## src/rtl/core/blu_pkg.sv

```systemverilog
// Shared types and constants for the banded LU solver.
`timescale 1ns / 1ps
package blu_pkg;

  localparam int unsigned MaxOrder = 16;

  localparam int unsigned RegMatrixSize = 0;
  localparam int unsigned RegBandWidth  = 1;

  typedef enum logic [2:0] {
    OP_MUL,
    OP_DIV,
    OP_SUB,
    OP_ADD,
    OP_PASS
  } alu_op_e;

  // Command bundle from the controller to the datapath.
  typedef struct packed {
    logic    start;
    alu_op_e op;
  } alu_cmd_t;

  // Status bundle from the datapath to the controller.
  typedef struct packed {
    logic busy;
    logic done;
  } alu_sts_t;

endpackage

```

## src/rtl/core/blu_alu.sv

```systemverilog
// Shared fixed point arithmetic unit: saturating multiply, divide, add and subtract.
`timescale 1ns / 1ps
module blu_alu #(
  parameter int unsigned VALUE_BITS = 32,
  parameter int unsigned FRAC_BITS  = 16
) (
  input  logic                         clk_i,
  input  logic                         rst_ni,
  input  blu_pkg::alu_cmd_t            cmd_i,
  input  logic signed [VALUE_BITS-1:0] a_i,
  input  logic signed [VALUE_BITS-1:0] b_i,
  output logic signed [VALUE_BITS-1:0] res_o,
  output blu_pkg::alu_sts_t            sts_o
);
  import blu_pkg::*;

  localparam int unsigned NumW  = VALUE_BITS + FRAC_BITS;
  localparam int unsigned CntW  = $clog2(NumW + 1);
  localparam int unsigned ProdW = 2 * VALUE_BITS;

  logic signed [VALUE_BITS-1:0] posmax, negmax;
  assign posmax = {1'b0, {(VALUE_BITS-1){1'b1}}};
  assign negmax = {1'b1, {(VALUE_BITS-1){1'b0}}};

  logic [VALUE_BITS-1:0] mag_a, mag_b;
  assign mag_a = a_i[VALUE_BITS-1] ? VALUE_BITS'(-a_i) : VALUE_BITS'(a_i);
  assign mag_b = b_i[VALUE_BITS-1] ? VALUE_BITS'(-b_i) : VALUE_BITS'(b_i);

  logic                  busy_q, busy_d;
  logic                  done_q, done_d;
  alu_op_e               op_q, op_d;
  logic                  neg_q, neg_d;
  logic [NumW-1:0]       num_q, num_d;
  logic [VALUE_BITS-1:0] den_q, den_d;
  logic [VALUE_BITS:0]   rem_q, rem_d;
  logic [NumW-1:0]       quo_q, quo_d;
  logic [CntW-1:0]       cnt_q, cnt_d;
  logic [ProdW-1:0]      prod_q, prod_d;
  logic signed [VALUE_BITS-1:0] res_q, res_d;

  logic [VALUE_BITS:0]   rem_sh;
  logic [ProdW-1:0]      prod_sh;
  logic signed [VALUE_BITS:0] sum_w;

  // Saturate a magnitude with sign into the value range.
  function automatic logic signed [VALUE_BITS-1:0] pack_mag(
    input logic neg, input logic [ProdW-1:0] m);
    logic [ProdW-1:0] lim;
    begin
      lim = ProdW'({1'b0, {(VALUE_BITS-1){1'b1}}});
      if (!neg) pack_mag = (m > lim) ? posmax : VALUE_BITS'(m);
      else if (m > lim + 1) pack_mag = negmax;
      else pack_mag = VALUE_BITS'(-m);
    end
  endfunction

  always_comb begin
    busy_d = busy_q;
    done_d = 1'b0;
    op_d   = op_q;
    neg_d  = neg_q;
    num_d  = num_q;
    den_d  = den_q;
    rem_d  = rem_q;
    quo_d  = quo_q;
    cnt_d  = cnt_q;
    prod_d = prod_q;
    res_d  = res_q;
    rem_sh = {rem_q[VALUE_BITS-1:0], num_q[NumW-1]};
    prod_sh = prod_q >> FRAC_BITS;
    sum_w  = '0;
    if (cmd_i.start) begin
      busy_d = 1'b1;
      op_d   = cmd_i.op;
      neg_d  = a_i[VALUE_BITS-1] ^ b_i[VALUE_BITS-1];
      num_d  = {mag_a, {FRAC_BITS{1'b0}}};
      den_d  = mag_b;
      rem_d  = '0;
      quo_d  = '0;
      cnt_d  = CntW'(NumW);
      prod_d = ProdW'(mag_a) * ProdW'(mag_b);
      unique case (cmd_i.op)
        OP_ADD: sum_w = {a_i[VALUE_BITS-1], a_i} + {b_i[VALUE_BITS-1], b_i};
        OP_SUB: sum_w = {a_i[VALUE_BITS-1], a_i} - {b_i[VALUE_BITS-1], b_i};
        default: sum_w = {a_i[VALUE_BITS-1], a_i};
      endcase
      if (cmd_i.op == OP_ADD || cmd_i.op == OP_SUB || cmd_i.op == OP_PASS) begin
        busy_d = 1'b0;
        done_d = 1'b1;
        if (sum_w[VALUE_BITS] != sum_w[VALUE_BITS-1])
          res_d = sum_w[VALUE_BITS] ? negmax : posmax;
        else res_d = sum_w[VALUE_BITS-1:0];
      end
    end else if (busy_q) begin
      unique case (op_q)
        OP_MUL: begin
          res_d  = pack_mag(neg_q, prod_sh);
          busy_d = 1'b0;
          done_d = 1'b1;
        end
        OP_DIV: begin
          if (den_q == '0) begin
            res_d  = neg_q ? negmax : posmax;
            busy_d = 1'b0;
            done_d = 1'b1;
          end else if (cnt_q == '0) begin
            res_d  = pack_mag(neg_q, ProdW'(quo_q));
            busy_d = 1'b0;
            done_d = 1'b1;
          end else begin
            // one quotient bit per cycle
            num_d = num_q << 1;
            if (rem_sh >= {1'b0, den_q}) begin
              rem_d = rem_sh - {1'b0, den_q};
              quo_d = {quo_q[NumW-2:0], 1'b1};
            end else begin
              rem_d = rem_sh;
              quo_d = {quo_q[NumW-2:0], 1'b0};
            end
            cnt_d = cnt_q - 1'b1;
          end
        end
        default: begin
          busy_d = 1'b0;
          done_d = 1'b1;
        end
      endcase
    end
  end

  always_ff @(posedge clk_i or negedge rst_ni) begin
    if (!rst_ni) begin
      busy_q <= 1'b0;
      done_q <= 1'b0;
    end else begin
      busy_q <= busy_d;
      done_q <= done_d;
    end
  end

  always_ff @(posedge clk_i) begin
    op_q   <= op_d;
    neg_q  <= neg_d;
    num_q  <= num_d;
    den_q  <= den_d;
    rem_q  <= rem_d;
    quo_q  <= quo_d;
    cnt_q  <= cnt_d;
    prod_q <= prod_d;
    res_q  <= res_d;
  end

  assign res_o      = res_q;
  assign sts_o.busy = busy_q;
  assign sts_o.done = done_q;

endmodule

```

## config.mk

```make
export PLATFORM = sky130hd
export DESIGN_NAME = blu_alu
export DESIGN_NICKNAME = d
export VERILOG_FILES = /design/src/rtl/core/blu_pkg.sv /design/src/rtl/core/blu_alu.sv
export SDC_FILE = /design/constraint.sdc
export NUM_CORES = 2
export LEC_CHECK = 0
export ABC_AREA = 1
export BUFFER_PORTS_ARGS = -buffer_cell sky130_fd_sc_hd__buf_2
export CORE_AREA = 2 2 343 345
export DETAILED_ROUTE_END_ITERATION = 8
export DIE_AREA = 0 0 345 347
export SLEW_MARGIN = 10
export SYNTH_ARGS = -nofsm -noshare
export SYNTH_HDL_FRONTEND = slang
export SYNTH_SLANG_ARGS = --single-unit
```

## constraint.sdc

```tcl
create_clock -name clk_i -period 3.67 [get_ports clk_i]
set_input_delay 0.367 -clock clk_i [delete_from_list [all_inputs] [get_ports clk_i]]
set_output_delay 0.367 -clock clk_i [all_outputs]
set_load 0.02 [all_outputs]
```

==> flow_summary_export.csv <==
group,metric,value,unit
run_status,status,"finished with violations",
run_status,violations,"negative setup slack",
clock_network,htreeDepth,1,
yosys,yosys-top-cells-area,"fa_1, nand2_1, inv_1, edfxtp_1, ha_1",
grt,grt_overflow_total,0,
yosys,synth_edf_count,148,
sta,holdWs,0.02942,ns
sta,finalClockSkew,0.02893,ns
setup_path,start_kind,"primary input",
sta,max_clock_freq,129.2,MHz
grt,grt_max_degree,112,
floorplanning,ioPinCount,104,
floorplanning,coreArea,0.1157,mm²
grt,grt_pass1_wl,328600,µm
floorplanning,fp.dieArea,0.1197,mm²
drt,antenna_left,0,
yosys,synth_cell_types,64,
setup_path,slowest_delay,0.54,ns
setup_path,reg2reg_depth,12,
layout,area_growth,32.18,%
clock_network,path_clk_slew,0.06,ns
sta,fin_crit,7.741,ns
drt,routed_wl,219200,µm
placement,routabilityCongestion,1.006,
drt,viasPerCell,5.281,
placement,portBuffers,103,
yosys,synthTopCellsByCount,"nand2_1, inv_1, fa_1",
floorplanning,die_h,347,µm
hold_path,hp-class,"primary input to flop",
run,max-cap-violations,0,
sta,tightest_slew,1.146,ns
sta,drv_slew,0,
drt,detailedRoute.firstIterationViolations,4258,
floorplanning,start_util,0.4473,
grt,antenna_found_initial,7,
yosys,syn_nets,8166,
sta,setup_slack,-4.071,ns
layout,drive_gt1_frac,0.2677,
yosys,synth_area,0.05177,mm²
floorplanning,core.rowCount,125,
clock_network,clk_latency,0.65,ns
yosys,ys.flop_type,"edfxtp_1",
hold_path,min_path_cells,2,
drt,wl_per_cell,23.08,µm
clock_network,clockBufferDepth,3,
clock_network,cts_tree,"done",
setup_path,path_class,"primary input to flop",
grt,grt_pass1_vias,52950,
floorplanning,dieWidth,345,µm
setup_path,slowest_stage,"fa_1",
drt,first_pass_iters,7,
setup_path,end_kind,"flop",
sta,hold_viol,0,
layout,diodes,0,
yosys,netlist_instances,6868,
grt,grt_usage,0.3702,
sta,finalSetupViolCount,50,
placement,dp_hpwl,183900,µm
layout,fillers,10900,
yosys,avgSynthCellArea,7.538,µm²
yosys,async_reset_ff_frac,0.008475,
yosys,synth_area_leader_cell,"fa_1",
sta,rsz0062_at_grt,"yes",
yosys,synth_top_area_frac,0.3469,
layout,nets,9248,
clock_network,cts-buffers-inserted,30,
sta,min_period_over_period,2.109,
setup_path,crit_arrival,8.12,ns
setup_path,cpMostUsedCell,"fa_1",
drt,via_count,50160,
yosys,ys_ff_latch,236,
sta,slew_headroom,0.2283,
yosys,ys_seq_area_frac,0.1201,
yosys,yosysWarnings,0,
clock_network,cts.sinks,236,
clock_network,root_buffer,"clkbuf_16",
drt,drcViolationCount,0,
setup_path,required,4.05,ns
setup_path,crit_fanout,5,
yosys,yosysMostFrequentCell,"nand2_1",
[layer usage]
metal  share of wire  global-route usage
met1            0.38              0.4503
met2            0.46              0.6072
met3           0.075             0.05663
met4           0.086              0.2552
met5         0.00014                   0
[placed cells by master, fill, tap and decap left out, types with 38 or more instances in the layout]
cell type	instances
inv_1	1378
nand2_1	1374
buf_4	1003
fa_1	838
nor2_1	712
ha_1	278
nand3_1	222
o21ai_0	189
a21oi_1	162
edfxtp_1	148
nor2_2	129
buf_12	121
buf_2	96
inv_2	95
nand2_2	94
dfxtp_1	86
xor2_1	85
nor2_4	74
fa_2	59
buf_6	57
o22ai_1	51
ha_4	51
nand4_1	42
nor3_1	41
nand2_4	38
[sequential cells by signal (all words and copies together) (netlist names)]
signal / count
prod_q: 48
res_o: 32
rem_q: 32
neg_q: 1
op_q: 3
done_q: 1
num_q: 32
cnt_q: 6
den_q: 32
quo_q: 48
busy_q: 1
[final cells by class]
cell class | instances | area (µm²) | share of cell area
Tap cell | 1524 | 1907 | 0.02786
Timing Repair Buffer | 1290 | 11320 | 0.1655
Clock inverter | 19 | 230.2 | 0.003364
Inverter | 1521 | 5861 | 0.08564
Multi-Input combinational cell | 4871 | 42110 | 0.6153
Sequential cell | 236 | 6216 | 0.09083
Clock buffer | 37 | 787.0 | 0.01150
[worst paths after layout]
kind	slack, ns	to	from
setup / recovery	-4.07	prod_q[56]	b_i[1]
hold reg to reg	0.47	quo_q[47]	quo_q[47]
max in group asynchronous	3.54	busy_q	rst_ni
setup reg to reg	0.52	res_o[19]	prod_q[16]
min in group asynchronous	0.04	done_q	rst_ni
hold / removal	0.03	op_q[1]	cmd_i[1]
[critical path: cells and delay by family]
kind,cells,cell delay [ns]
adders and majority gates,9,4.16
buffers and inverters,12,1.28
and+or+nand+nor,13,1.67
AOI/OAI and AO/OA,2,0.25
xor gates and xnor gates,2,0.36
[stage by stage]
| step | std cells | setup WS (ns) | TNS (ns) | instance area [µm²] | util |
|---|---|---|---|---|---|
| floorplan | 6868 | -3.879 | -174.89 | 53180 | - |
| global placement | 9308 | -5.147 | -253.94 | 63410 | 0.5479 |
| detailed placement | 9308 | -5.139 | -256.61 | 63410 | 0.5479 |
| CTS | 9466 | -3.897 | -178.59 | 67410 | 0.5825 |
| global route | 9498 | -4.275 | -200.93 | 68430 | 0.5913 |
| finish | 9498 | -4.071 | -184.92 | 68430 | 0.5913 |
[repair_timing]
item / in CTS / in global routing
hold buffers: 1 / 0
pin swaps: 189 / 92
gates resized for setup: 516 / 214
buffers inserted: 99 / 34
gates cloned: 7 / 0
endpoints found under the setup margin: 80 / 80
hold endpoints to repair: 2 / 0
[logic make-up after synthesis]
group	Yosys count	share of synthesized area
compound gates	669	0.07419
xor+xnor	142	0.02468
simple gates	2829	0.2229
mux	1	0.0001933
fa+ha+maj	1228	0.4268
buf+inv	1763	0.1311
flops	236	0.1201
Power is not shown: default switching activity piles up to over one toggle a cycle in this logic, so the estimate is an artifact.
